<file path="src/rtl/shell_command_tokenizer_defines.svh">
// ----------------------------------------------------------------------------
// Shell command tokenizer assertion macros
// Shared concurrent checks, clocked on clk and disabled while rst is high.
// ----------------------------------------------------------------------------
`ifndef SHELL_COMMAND_TOKENIZER_DEFINES_SVH
`define SHELL_COMMAND_TOKENIZER_DEFINES_SVH

// Same-cycle implication.
`define SCT_CHECK(lbl, ante, cons) \
  lbl: assert property (@(posedge clk) disable iff (rst) (ante) |-> (cons)) \
    else $error("sct check failed");

// Next-cycle implication.
`define SCT_CHECK_NEXT(lbl, ante, cons) \
  lbl: assert property (@(posedge clk) disable iff (rst) (ante) |=> (cons)) \
    else $error("sct next-cycle check failed");

`endif

</file>
<file path="src/rtl/sct_pkg.sv">
// ----------------------------------------------------------------------------
// sct_pkg
// Types, codes and result builders shared by the tokenizer modules.
// ----------------------------------------------------------------------------
package sct_pkg;

  localparam int MAX_TOKENS_DEF   = 32;
  localparam int BUFFER_BYTES_DEF = 256;
  localparam int QUEUE_DEPTH_DEF  = 2;
  localparam int MAX_RESULTS      = 5;

  // result kinds
  localparam logic [1:0] KIND_BYTE   = 2'd0;
  localparam logic [1:0] KIND_RECORD = 2'd1;
  localparam logic [1:0] KIND_FINISH = 2'd2;

  // token kinds
  localparam logic [2:0] TOK_AMP  = 3'd0;
  localparam logic [2:0] TOK_PIPE = 3'd1;
  localparam logic [2:0] TOK_LESS = 3'd2;
  localparam logic [2:0] TOK_GT   = 3'd3;
  localparam logic [2:0] TOK_WORD = 3'd4;

  // error codes
  localparam logic [2:0] ERR_NONE  = 3'd0;
  localparam logic [2:0] ERR_MANY  = 3'd1;
  localparam logic [2:0] ERR_QUOTE = 3'd2;
  localparam logic [2:0] ERR_ADJ   = 3'd3;
  localparam logic [2:0] ERR_OVF   = 3'd4;

  // characters
  localparam logic [7:0] CH_NUL   = 8'h00;
  localparam logic [7:0] CH_TAB   = 8'h09;
  localparam logic [7:0] CH_LF    = 8'h0A;
  localparam logic [7:0] CH_SPACE = 8'h20;
  localparam logic [7:0] CH_DQ    = 8'h22;
  localparam logic [7:0] CH_AMP   = 8'h26;
  localparam logic [7:0] CH_SQ    = 8'h27;
  localparam logic [7:0] CH_LESS  = 8'h3C;
  localparam logic [7:0] CH_GT    = 8'h3E;
  localparam logic [7:0] CH_PIPE  = 8'h7C;

  typedef struct packed {
    logic [2:0] error_code;
    logic [5:0] token_total;
    logic [2:0] token_kind;
    logic [7:0] token_start;
    logic [4:0] token_number;
    logic [7:0] byte_index;
    logic [7:0] byte_value;
    logic [1:0] kind;
  } result_t;

  // all results caused by one character
  typedef struct packed {
    result_t [MAX_RESULTS-1:0] res;
    logic [2:0]                cnt;
  } bundle_t;

  typedef struct packed {
    logic full;
    logic empty;
  } q_status_t;

  function automatic result_t mk_byte(input logic [7:0] v, input logic [7:0] idx);
    result_t r;
    r            = '0;
    r.kind       = KIND_BYTE;
    r.byte_value = v;
    r.byte_index = idx;
    return r;
  endfunction

  function automatic result_t mk_record(input logic [4:0] num, input logic [7:0] start,
                                        input logic [2:0] tk);
    result_t r;
    r              = '0;
    r.kind         = KIND_RECORD;
    r.token_number = num;
    r.token_start  = start;
    r.token_kind   = tk;
    return r;
  endfunction

  function automatic result_t mk_finish(input logic [5:0] total, input logic [2:0] code);
    result_t r;
    r             = '0;
    r.kind        = KIND_FINISH;
    r.token_total = total;
    r.error_code  = code;
    return r;
  endfunction

endpackage

</file>
<file path="src/rtl/shell_command_tokenizer.sv">
// A character's results are registered in the bundle queue before they are offered on m_*.
// Throughput: one character per cycle while the bundle queue is not full; a character
//   with k results holds the emitter for k transactions (up to five), absorbed by the bundle queue.
// Characters that yield no result (blanks between tokens, discarded bytes) are never queued.
// Reset: synchronous rst clears lexer state, queue pointers and emitter index at once.
// ----------------------------------------------------------------------------
// shell_command_tokenizer
// Streaming shell lexer: characters in, buffer bytes, token records and line status out.
// ----------------------------------------------------------------------------
module shell_command_tokenizer import sct_pkg::*; #(
  parameter int MAX_TOKENS   = MAX_TOKENS_DEF,
  parameter int BUFFER_BYTES = BUFFER_BYTES_DEF,
  parameter int QUEUE_DEPTH  = QUEUE_DEPTH_DEF
) (
  input  logic        clk,
  input  logic        rst,
  input  logic        s_tvalid,
  output logic        s_tready,
  input  logic [7:0]  s_tdata,   // [7:0] char_in
  output logic        m_tvalid,
  input  logic        m_tready,
  // [7:0] byte_value, [15:8] byte_index, [20:16] token_number, [28:21] token_start,
  // [31:29] token_kind, [37:32] token_total, [40:38] error_code, [47:41] zero
  output logic [47:0] m_tdata,
  output logic [1:0]  m_tuser,   // [1:0] kind
  output logic        m_tlast    // last result of this character
);

  // Front end: one character per cycle, all its results built in one bundle.
  // The queue holds bundles, so a multi-result character never stalls the lexer
  // until the queue fills up.
  logic      accept;
  logic      push;
  logic      pop;
  bundle_t   push_data;
  bundle_t   head;
  q_status_t q_status;

  assign s_tready = !q_status.full;
  assign accept   = s_tvalid && s_tready;

  sct_front #(
    .MAX_TOKENS   (MAX_TOKENS),
    .BUFFER_BYTES (BUFFER_BYTES)
  ) u_front (
    .clk     (clk),
    .rst     (rst),
    .accept  (accept),
    .char_in (s_tdata),
    .push    (push),
    .bundle  (push_data)
  );

  // bundle queue: parts the input side from the result side
  sct_queue #(
    .QUEUE_DEPTH (QUEUE_DEPTH)
  ) u_queue (
    .clk       (clk),
    .rst       (rst),
    .push      (push),
    .push_data (push_data),
    .pop       (pop),
    .head      (head),
    .status    (q_status)
  );

  // back end: one result transaction per cycle from the head bundle while m_tready is high
  sct_back u_back (
    .clk      (clk),
    .rst      (rst),
    .head     (head),
    .status   (q_status),
    .pop      (pop),
    .m_tvalid (m_tvalid),
    .m_tready (m_tready),
    .m_tdata  (m_tdata),
    .m_tuser  (m_tuser),
    .m_tlast  (m_tlast)
  );

endmodule

</file>
<file path="src/rtl/sct_front.sv">
// ----------------------------------------------------------------------------
// sct_front
// Lexer state and character classification; builds each character's results.
// ----------------------------------------------------------------------------
module sct_front import sct_pkg::*; #(
  parameter int MAX_TOKENS   = MAX_TOKENS_DEF,
  parameter int BUFFER_BYTES = BUFFER_BYTES_DEF
) (
  input  logic       clk,
  input  logic       rst,
  input  logic       accept,
  input  logic [7:0] char_in,
  output logic       push,
  output bundle_t    bundle
);

  localparam int WPW = $clog2(BUFFER_BYTES + 1);
  localparam int TCW = $clog2(MAX_TOKENS + 1);
  localparam logic [WPW-1:0] BUF_LIMIT = WPW'(BUFFER_BYTES);
  localparam logic [TCW-1:0] TOK_LIMIT = TCW'(MAX_TOKENS);

  typedef enum logic [2:0] {
    PH_CHECK, PH_SKIP, PH_WORD, PH_QUOTE, PH_ERR_MANY, PH_ERR_ADJ, PH_ERR_OVF
  } phase_t;

  phase_t         phase, phase_next;
  logic           quote_dbl, quote_dbl_next;
  logic [TCW-1:0] tok_count, tok_count_next;
  logic [WPW-1:0] wr_pos, wr_pos_next;
  logic [7:0]     cur_start, cur_start_next;

  always_comb begin
    logic       is_end, is_blank, is_quote, is_op, do_check, do_begin, fin;
    logic [2:0] fin_code, n, tk;
    logic [7:0] close_ch;
    result_t [MAX_RESULTS-1:0] res;

    is_end   = (char_in == CH_LF) || (char_in == CH_NUL);
    is_blank = (char_in == CH_SPACE) || (char_in == CH_TAB);
    is_quote = (char_in == CH_SQ) || (char_in == CH_DQ);
    is_op    = (char_in == CH_AMP) || (char_in == CH_PIPE) ||
               (char_in == CH_LESS) || (char_in == CH_GT);
    close_ch = quote_dbl ? CH_DQ : CH_SQ;

    priority if (char_in == CH_AMP)  tk = TOK_AMP;
    else if (char_in == CH_PIPE)     tk = TOK_PIPE;
    else if (char_in == CH_LESS)     tk = TOK_LESS;
    else                             tk = TOK_GT;

    phase_next     = phase;
    quote_dbl_next = quote_dbl;
    tok_count_next = tok_count;
    wr_pos_next    = wr_pos;
    cur_start_next = cur_start;
    do_check       = 1'b0;
    do_begin       = 1'b0;
    fin            = 1'b0;
    fin_code       = ERR_NONE;
    n              = 3'd0;
    res            = '0;

    unique case (phase)
      PH_SKIP: begin
        if (is_end) fin = 1'b1;
        else        do_begin = 1'b1;
      end
      PH_WORD: begin
        if (is_end || is_blank || char_in == CH_AMP || char_in == CH_PIPE) begin
          if (wr_pos_next >= BUF_LIMIT) begin
            if (is_end) begin
              fin      = 1'b1;
              fin_code = ERR_OVF;
            end else begin
              phase_next = PH_ERR_OVF;
            end
          end else begin
            res[n]         = mk_byte(CH_NUL, 8'(wr_pos_next));
            n              = n + 3'd1;
            wr_pos_next    = wr_pos_next + 1'b1;
            res[n]         = mk_record(5'(tok_count_next), cur_start_next, TOK_WORD);
            n              = n + 3'd1;
            tok_count_next = tok_count_next + 1'b1;
            do_check       = 1'b1;
          end
        end else if (is_quote || char_in == CH_LESS || char_in == CH_GT) begin
          phase_next = PH_ERR_ADJ;
        end else if (wr_pos_next >= BUF_LIMIT) begin
          phase_next = PH_ERR_OVF;
        end else begin
          res[n]      = mk_byte(char_in, 8'(wr_pos_next));
          n           = n + 3'd1;
          wr_pos_next = wr_pos_next + 1'b1;
        end
      end
      PH_QUOTE: begin
        if (char_in == close_ch) begin
          if (wr_pos_next >= BUF_LIMIT) begin
            phase_next = PH_ERR_OVF;
          end else begin
            res[n]         = mk_byte(CH_NUL, 8'(wr_pos_next));
            n              = n + 3'd1;
            wr_pos_next    = wr_pos_next + 1'b1;
            res[n]         = mk_record(5'(tok_count_next), cur_start_next, TOK_WORD);
            n              = n + 3'd1;
            tok_count_next = tok_count_next + 1'b1;
            phase_next     = PH_CHECK;
          end
        end else if (is_end) begin
          fin      = 1'b1;
          fin_code = ERR_QUOTE;
        end else if (wr_pos_next >= BUF_LIMIT) begin
          phase_next = PH_ERR_OVF;
        end else begin
          res[n]      = mk_byte(char_in, 8'(wr_pos_next));
          n           = n + 3'd1;
          wr_pos_next = wr_pos_next + 1'b1;
        end
      end
      PH_ERR_MANY: begin
        fin      = is_end;
        fin_code = ERR_MANY;
      end
      PH_ERR_ADJ: begin
        fin      = is_end;
        fin_code = ERR_ADJ;
      end
      PH_ERR_OVF: begin
        fin      = is_end;
        fin_code = ERR_OVF;
      end
      default: do_check = 1'b1;
    endcase

    // between tokens: end of line, count check, then start of a token
    if (do_check) begin
      if (is_end)                          fin = 1'b1;
      else if (tok_count_next >= TOK_LIMIT) phase_next = PH_ERR_MANY;
      else                                 do_begin = 1'b1;
    end

    if (do_begin) begin
      if (is_blank) begin
        phase_next = PH_SKIP;
      end else begin
        cur_start_next = 8'(wr_pos_next);
        if (is_op) begin
          if (wr_pos_next >= BUF_LIMIT) begin
            phase_next = PH_ERR_OVF;
          end else begin
            res[n]      = mk_byte(char_in, 8'(wr_pos_next));
            n           = n + 3'd1;
            wr_pos_next = wr_pos_next + 1'b1;
            if (wr_pos_next >= BUF_LIMIT) begin
              phase_next = PH_ERR_OVF;
            end else begin
              res[n]         = mk_byte(CH_NUL, 8'(wr_pos_next));
              n              = n + 3'd1;
              wr_pos_next    = wr_pos_next + 1'b1;
              res[n]         = mk_record(5'(tok_count_next), cur_start_next, tk);
              n              = n + 3'd1;
              tok_count_next = tok_count_next + 1'b1;
              phase_next     = PH_CHECK;
            end
          end
        end else if (is_quote) begin
          quote_dbl_next = (char_in == CH_DQ);
          phase_next     = PH_QUOTE;
        end else if (wr_pos_next >= BUF_LIMIT) begin
          phase_next = PH_ERR_OVF;
        end else begin
          res[n]      = mk_byte(char_in, 8'(wr_pos_next));
          n           = n + 3'd1;
          wr_pos_next = wr_pos_next + 1'b1;
          phase_next  = PH_WORD;
        end
      end
    end

    // line finished: report and start a fresh line
    if (fin) begin
      res[n] = mk_finish((fin_code == ERR_NONE) ? 6'(tok_count_next) : 6'd0, fin_code);
      n              = n + 3'd1;
      phase_next     = PH_CHECK;
      quote_dbl_next = 1'b0;
      tok_count_next = '0;
      wr_pos_next    = '0;
      cur_start_next = '0;
    end

    bundle.res = res;
    bundle.cnt = n;
    push       = accept && (n != 3'd0);
  end

  always_ff @(posedge clk) begin
    if (rst) begin
      phase     <= PH_CHECK;
      quote_dbl <= 1'b0;
      tok_count <= '0;
      wr_pos    <= '0;
      cur_start <= '0;
    end else if (accept) begin
      phase     <= phase_next;
      quote_dbl <= quote_dbl_next;
      tok_count <= tok_count_next;
      wr_pos    <= wr_pos_next;
      cur_start <= cur_start_next;
    end
  end

endmodule

</file>
<file path="src/rtl/sct_queue.sv">
// ----------------------------------------------------------------------------
// sct_queue
// Short register queue of result bundles between lexer and emitter.
// ----------------------------------------------------------------------------
module sct_queue import sct_pkg::*; #(
  parameter int QUEUE_DEPTH = QUEUE_DEPTH_DEF
) (
  input  logic      clk,
  input  logic      rst,
  input  logic      push,
  input  bundle_t   push_data,
  input  logic      pop,
  output bundle_t   head,
  output q_status_t status
);

  localparam int PW = $clog2(QUEUE_DEPTH);
  localparam int CW = $clog2(QUEUE_DEPTH + 1);
  localparam logic [PW-1:0] LAST_SLOT = PW'(QUEUE_DEPTH - 1);
  localparam logic [CW-1:0] FULL_CNT  = CW'(QUEUE_DEPTH);

  bundle_t       mem [QUEUE_DEPTH];
  logic [PW-1:0] wr_ptr, rd_ptr;
  logic [CW-1:0] count;

  assign head         = mem[rd_ptr];
  assign status.full  = (count == FULL_CNT);
  assign status.empty = (count == '0);

  always_ff @(posedge clk) begin
    if (push) mem[wr_ptr] <= push_data;
  end

  always_ff @(posedge clk) begin
    if (rst) begin
      wr_ptr <= '0;
      rd_ptr <= '0;
      count  <= '0;
    end else begin
      if (push) wr_ptr <= (wr_ptr == LAST_SLOT) ? '0 : wr_ptr + 1'b1;
      if (pop)  rd_ptr <= (rd_ptr == LAST_SLOT) ? '0 : rd_ptr + 1'b1;
      if (push && !pop)      count <= count + 1'b1;
      else if (pop && !push) count <= count - 1'b1;
    end
  end

endmodule

</file>
<file path="src/rtl/sct_back.sv">
// ----------------------------------------------------------------------------
// sct_back
// Emitter: hands out the results of the head bundle one transaction each.
// ----------------------------------------------------------------------------
`include "shell_command_tokenizer_defines.svh"

module sct_back import sct_pkg::*; (
  input  logic        clk,
  input  logic        rst,
  input  bundle_t     head,
  input  q_status_t   status,
  output logic        pop,
  output logic        m_tvalid,
  input  logic        m_tready,
  output logic [47:0] m_tdata,
  output logic [1:0]  m_tuser,
  output logic        m_tlast
);

  logic [2:0] idx;
  result_t    cur;

  assign cur      = head.res[idx];
  assign m_tvalid = !status.empty;
  assign m_tlast  = (idx == head.cnt - 3'd1);
  assign m_tuser  = cur.kind;
  assign m_tdata  = {7'd0, cur.error_code, cur.token_total, cur.token_kind,
                     cur.token_start, cur.token_number, cur.byte_index, cur.byte_value};
  assign pop      = m_tvalid && m_tready && m_tlast;

  always_ff @(posedge clk) begin
    if (rst) begin
      idx <= '0;
    end else if (m_tvalid && m_tready) begin
      idx <= m_tlast ? 3'd0 : idx + 3'd1;
    end
  end

  `SCT_CHECK(a_head_not_empty, m_tvalid, head.cnt != 3'd0)
  `SCT_CHECK(a_idx_in_bundle, m_tvalid, idx < head.cnt)
  `SCT_CHECK(a_finish_is_last, m_tvalid && m_tuser == KIND_FINISH, m_tlast)
  `SCT_CHECK_NEXT(a_idx_rewinds, m_tvalid && m_tready && m_tlast, idx == 3'd0)

endmodule
</file>
<file path="config.mk">
export PLATFORM = sky130hd
export DESIGN_NAME = shell_command_tokenizer
export DESIGN_NICKNAME = d
export VERILOG_FILES = /design/src/rtl/sct_pkg.sv /design/src/rtl/shell_command_tokenizer.sv /design/src/rtl/sct_front.sv /design/src/rtl/sct_queue.sv /design/src/rtl/sct_back.sv
export VERILOG_INCLUDE_DIRS = /design/src /design/src/rtl
export SDC_FILE = /design/constraint.sdc
export NUM_CORES = 1
export LEC_CHECK = 0
export ABC_CLOCK_PERIOD_IN_PS = 17000
export BUFFER_PORTS_ARGS = -buffer_cell sky130_fd_sc_hd__buf_4
export CORE_MARGIN = 8
export CORE_UTILIZATION = 62
export DETAILED_ROUTE_END_ITERATION = 8
export GPL_TIMING_DRIVEN = 0
export HOLD_SLACK_MARGIN = 0.12
export PLACE_DENSITY = 0.82
export SLEW_MARGIN = 20
export SYNTH_ARGS = -nofsm -noshare
export SYNTH_HDL_FRONTEND = slang
export SYNTH_SLANG_ARGS = --single-unit
</file>
<file path="constraint.sdc">
create_clock -name clk -period 17 [get_ports clk]
set_input_delay 1.7 -clock clk [delete_from_list [all_inputs] [get_ports clk]]
set_output_delay 1.7 -clock clk [all_outputs]
set_load 0.03 [all_outputs]
</file>
# Word level (Yosys, flattened, before mapping)
# Memories as Yosys holds them, arrays and structs flattened. A register that Yosys moved wholly into a read port is not among the register bits.
# Cells that the tools add are included.
dict set report totals {
  mem_bits_rw 436
  inputBits 12
  register_bits 34
  word_cells 227
  out_inout_bits 53
  n_memories 1
}
dict set report classes {
  n_eq_ne 20
  order_cmp 13
  n_reduce_logical 36
  addsub 15
  n_mux 133
}
# name words word_bits read_ports rd_clocked_by_memory_dff wr line_no
set mem_list {}
lappend mem_list {u_queue.mem 2 218 1 1 1 sct_queue.sv:22} ;# bundle_t mem [QUEUE_DEPTH];
# op count
set op_table {}
lappend op_table {{$mux W215} 8}
lappend op_table {{$bwmux W215} 4}
lappend op_table {{$demux W43 S3} 4}
lappend op_table {{$mux W43} 9}
lappend op_table {{$pmux W86 S2} 1}
lappend op_table {{$bmux W43 S3} 1}
lappend op_table {{$mux W3} 39}
lappend op_table {{$mux W9} 13}
lappend op_table {{$mux W77} 1}
lappend op_table {{$mux W6} 10}
lappend op_table {{$eq A8 B6 Y1 const B} 6}
lappend op_table {{$mux W18} 2}
lappend op_table {{$mux W34} 1}
lappend op_table {{$add A9 B1 Y9 const B} 3}
lappend op_table {{$ge A9 B9 Y1 const B} 3}
lappend op_table {{$mux W1} 26}
lappend op_table {{$mux W8} 3}
lappend op_table {{$lt A3 B4 Y1 const B} 5}
lappend op_table {{$pmux W9 S2} 1}
lappend op_table {{$eq A8 B4 Y1 const B} 2}
lappend op_table {{$add A3 B1 Y3 const B} 5}
lappend op_table {{$pmux W3 S5} 1}
lappend op_table {{$add A6 B1 Y6 const B} 2}
lappend op_table {{$ge A3 B1 Y1 const B} 4}
lappend op_table {{other kinds (30)} 63}

# Logic depth before layout (Yosys ltp)
dict set report logic_depth {
  ltp_word 23
  depth_mapped 17
  mapped_depth_nobuf 13
}

# Modules after synthesis
# Synthesis repeated with hierarchy kept, for this count alone.
dict set report unflattened {
  cells_unflattened 1755
  hier_area_um2 23755.3
}
# mod seq_area_each_um2 n_inst cells_per_inst area_each_um2
set by_module_without_submodules {}
lappend by_module_without_submodules {sct_queue 13192.7 1 700 16365.7}
lappend by_module_without_submodules {sct_front 540.5 1 823 5361.4}
lappend by_module_without_submodules {sct_back 60.1 1 230 2018.2}
lappend by_module_without_submodules {shell_command_tokenizer 0.0 1 2 10.0}

# Worst setup path before layout
# OpenSTA, ideal clock, no wires.
dict set report synth_path {
  path_type {input to register}
  from {input s_tdata[0]}
  to {memory u_queue.mem[0][0] in the netlist's numbering, enable pin}
  required_ns 16.200
  stages 11
  path_slack_ns 2.997
  arrival_time_ns 13.203
  path_buffers 2
  setup_ns 0.800
  path_cell_list {buf_2 -> or3b_1 -> a2111oi_4 -> o21a_1 -> a31oi_1 -> o41a_1 -> or2_1 -> clkbuf_1 -> nor2_1 -> o41a_1 -> nor2b_1}
}
dict set report synth_via {
  elab_chain_cells 21
  word_cells_on_any_way 69
  cone_classes {add/sub: 5; order compare: 3; eq/ne: 10; mux: 37; reduce/logical: 14}
}
# item line_no
set synth_lines {}
lappend synth_lines {{start: declaration} shell_command_tokenizer.sv:19} ;# input logic [7:0] s_tdata,
lappend synth_lines {{$eq A8 B6 Y1 (tied with other cells)} sct_front.sv:40} ;# is_quote = (char_in == CH_SQ) || (char_in == CH_DQ);
lappend synth_lines {{$logic_or A1 B1 Y1 (on tied branches)} {sct_front.sv:40, sct_front.sv:38, sct_front.sv:39}}
lappend synth_lines {{$logic_or A1 B1 Y1 (on tied branches) (2 in series)} {sct_front.sv:85, sct_front.sv:68}}
lappend synth_lines {{$mux W3 or $logic_or A1 B1 Y1 (tied branches)} {sct_front.sv:85, sct_front.sv:68}}
lappend synth_lines {{$mux W3} sct_front.sv:68} ;# if (is_end || is_blank || char_in == CH_AMP || char_in == CH_PIPE) begin
lappend synth_lines {{$pmux W3 S2} sct_front.sv:62} ;# unique case (phase)
lappend synth_lines {{$add A3 B1 Y3} {sct_front.sv:151, sct_front.sv:172}}
lappend synth_lines {{$add A3 B1 Y3} sct_front.sv:157} ;# n = n + 3'd1;
lappend synth_lines {{[... 5 more ...]} -}
lappend synth_lines {{$mux W3} sct_front.sv:141} ;# if (do_begin) begin
lappend synth_lines {{$add A3 B1 Y3} sct_front.sv:182} ;# n = n + 3'd1;
lappend synth_lines {{$mux W3 (*)} sct_front.sv:180} ;# if (fin) begin
lappend synth_lines {{$reduce_bool A3 Y1 (*)} sct_front.sv:192} ;# push = accept && (n != 3'd0);
lappend synth_lines {{$logic_and A1 B1 Y1 (*)} sct_front.sv:192}
lappend synth_lines {{named net push} shell_command_tokenizer.sv:33} ;# logic push;
lappend synth_lines {{$mux W1 (*)} sct_queue.sv:31} ;# if (push) mem[wr_ptr] <= push_data;
lappend synth_lines {{$mux W1 (implied by the code) (*)} sct_queue.sv:31}
lappend synth_lines {{end: declaration} sct_queue.sv:22}
# The timed path passes the listed nets; every way through them passes the cells marked *.

==> results.tsv <==
stage	metric	value	unit
timing	rsz0062_at_grt	no	
grt	grt_pass1_vias	15600	
worst_setup_path	slowest_delay	920	ps
synth	ys_seq_area_share	61.9	%
layout	nets	1787	
place	gp_congestion	1.03	
grt	grtUsageTotal	33.4	%
worst_setup_path	crit_path_start_kind	input port	
floorplanning	core	0.0335	mm2
drt	drtIter0Drc	2216	
layout	drive_gt1_share	17.0	%
synth	netlist_area	0.0211	mm2
cts	cts_tree	done	
pwr	power_switching	1.31	mW
timing	fin_crit_sh	42.9	%
drt	vias_per_cell	6.93	
place	dpl.hpwl	47.7	mm
worst_hold_path	min_path_cells	2	
worst_setup_path	cp.required	17300	ps
timing	setup_viol	0	
layout	stdcell_area	0.0240	mm2
pwr	power_density	157	mW/mm2
worst_setup_path	cpMostUsedCell	nand2_1	
place	port_buffers	55	
place	place_area	0.0227	mm2
layout	final_cell_mix	edfxtp_1, nor2_1, nand2_1, clkbuf_1, mux4_2	
cts	clock_path_buffers	3	
cts	cts-hold-fix-buffers	0	
floorplanning	die_w	201	um
cts	clockRootBuffer	clkbuf_16	
drt	wl	68.8	mm
synth	ys_seq_elements	447	
cts	post_cts_resized	0	
floorplanning	die_h	201	um
worst_hold_path	hold_class	register to register	
cts	post_cts.repair.setup_buffers	0	
synth	avgSynthCellArea	13.5	um2
synth	async_reset_ff_share	0	%
synth	synth-edff-count	412	
outcome	status	completed	
pwr	p_int	2.46	mW
timing	worst_pin_slew	1220	ps
pwr	combPwrFrac	34.3	%
grt	grt_max_degree	51	
synth	syn-instance-count	1569	
layout	diodes	0	
pwr	p_seq_share	41.0	%
timing	setup-tns-final	0	ps
worst_setup_path	slowest_stage	nor3_1	
worst_setup_path	path_delay_family	simple AND/OR/NAND/NOR gates	
floorplanning	core.rowCount	67	
grt	antenna_found_initial	0	
worst_setup_path	path_cells	buf_4 > and4b_1 > clkbuf_1 > a311o_1 > o22ai_4 > mux2i_2 > clkinv_2 > ha_1 > nand2_1 > nor3_2 > nor3_1 > buf_2 > nand2_1 > a211oi_1	
drt	drcViolationCount	0	
drt	vias	15500	
timing	report.final.slew_viol_count	0	
drt	ant_nets	0	
drt	firstDrtPassIters	7	
cts	clock_sinks	447	
worst_setup_path	setup.worst_path.end_class	register	
pwr	vdd_ir_drop_max	0.100	mV
layout	area_growth_syn_to_layout	13.7	%
worst_setup_path	criticalPathCategory	input port to register	
cts	clk_pin_slew	60	ps
pwr	total_power	3.77	mW
pwr	switching_share	34.7	%
grt	overflow	0	
floorplanning	start_util	63.0	%
pwr	p_clk_share	24.7	%
synth	ys_types	89	
synth	synthFlopType	edfxtp_1	
cts	cts_max_level	2	
worst_setup_path	cp.buffers_inverters	4	
grt	grt_pass1_wl	100	mm
floorplanning	die_area	0.0402	mm2
timing	slew_headroom	18.4	%
timing	hold_viol_final	0	
worst_setup_path	arrival	7590	ps
pwr	power.leakage	8.25	nW
worst_setup_path	path_depth	14	
worst_setup_path	r2r_cells	12	
timing	period_minus_slack	7290	ps
synth	ys_warn_count	0	
job	maxCapViolCount	0	
timing	fin_skew	25.3	ps
cts	clock_latency	560	ps
layout	final_common_cell	edfxtp_1	
cts	cts_buffers	43	
floorplanning	io_pins	65	
drt	wl_per_cell	30.7	um
worst_setup_path	worstPathMaxFanout	10	
timing	fmax	137	MHz
worst_setup_path	r2r_slack	10490	ps
[area by class of cell]
| class | count | area, um2 |
|---|---|---|
| Buffer | 114 | 490 |
| Clock buffer | 54 | 1120 |
| Inverter | 35 | 133 |
| Tap cell | 448 | 561 |
| Clock inverter | 25 | 219 |
| Sequential cell | 447 | 13100 |
| Multi-Input combinational cell | 1049 | 7730 |
| Timing Repair Buffer | 67 | 683 |
| Fill cell | 2129 | 9530 |
[synth_stat cells (all sizes together) (3+ instances only)]
library cell	number	area, um2
a31oi	20	125
mux2	36	405
nor2	165	619
a22oi	17	128
a32oi	7	68.8
nand2b	6	37.5
o31ai	5	42.5
a21oi	85	429
and2	31	194
o21ai	58	290
dfxtp	35	701
nand2	109	412
a211oi	9	67.6
nand3	31	155
nor2b	19	119
clkbuf	74	278
nor4	10	68.8
or3	14	87.6
and4bb	3	37.5
o22a	3	26.3
ha	18	225
inv	34	128
a21boi	3	22.5
xnor2	19	174
xor2	10	87.6
or2	9	56.3
and3	17	106
mux2i	20	204
nor3	31	176
nand4	14	87.6
a221oi	38	333
o211ai	7	57.6
mux4	84	1890
o31a	3	26.3
nand3b	4	30.0
a21o	5	37.5
edfxtp	412	12400
o221ai	4	35.0
o22ai	9	70.1
and4	5	43.8
a2bb2oi	3	26.3
a311oi	3	26.3
o21a	5	37.5
buf	40	208
[worst min-delay path, cell delays in order, from the launching register on]
cell and delay, ps:
dfxtp_1 320, nand2_1 60, a21oi_1 50
[path summary, 6_finish.rpt]
path	end	startpoint
min reg2reg	u_front.tok_count[5]$_SDFFE_PP0P_	u_front.tok_count[5]$_SDFFE_PP0P_
max reg2reg	u_queue.mem[1][103]$_DFFE_PP_	u_front.phase[1]$_SDFFE_PP0P_
min	u_front.tok_count[5]$_SDFFE_PP0P_	u_front.tok_count[5]$_SDFFE_PP0P_
max	u_queue.mem[1][103]$_DFFE_PP_	s_tdata[5]
[per-layer routing]
metal  routed length [um]  vias up  track usage, %
li1                     -     6402               -
met1                24600     7684            41.4
met2                32600     1199            54.3
met3                 7650      242            7.86
met4                 3940        0            17.5
met5                    0        -               0
[registers in the layout (all words and copies together), names as in the netlist, named ones only]
| signal | count |
|---|---|
| u_back.idx | 3 |
| u_front.tok_count | 6 |
| u_front.wr_pos | 9 |
| u_queue.count | 2 |
| u_queue.mem | 412 |
| u_front.quote_dbl | 1 |
| u_front.cur_start | 8 |
| u_queue.rd_ptr | 1 |
| u_queue.wr_ptr | 1 |
| u_front.phase | 3 |
[cells by family (layout without fill, tap and decap cells)]
group	after synthesis	after routing	synth area share, %
buffers and inverters	149	295	2.93
xor gates and xnor gates	30	30	1.35
adders and majority gates	18	18	1.07
other	1	77	0.0178
muxes	140	140	11.8
and+or+nand+nor	477	477	10.9
AOI/OAI and AO/OA	307	307	9.93
DFF	447	447	61.9
[through the flow]
step	worst slack, ps	hold WS, ps	util, %	std cells
3_5_place_dp	9510	462	67.6	2160
6_report	9710	477	71.6	2239
4_1_cts	10040	470	71.5	2239
5_1_grt	9820	492	71.6	2239
3_3_place_gp	-2650	452	66.7	2148
2_1_floorplan	3000	445	-	1645
[power by group through the flow]
stage / logic, mW / clock network [mW] / registers (mW)
finish: 1.29 / 0.929 / 1.54
global route: 1.36 / 0.963 / 1.56
CTS: 1.28 / 0.927 / 1.54
detailed placement: 1.26 / 0 / 1.56
global placement: 1.18 / 0 / 1.65
floorplan: 0.805 / 0 / 1.60
(Power assumes the default switching activity.)
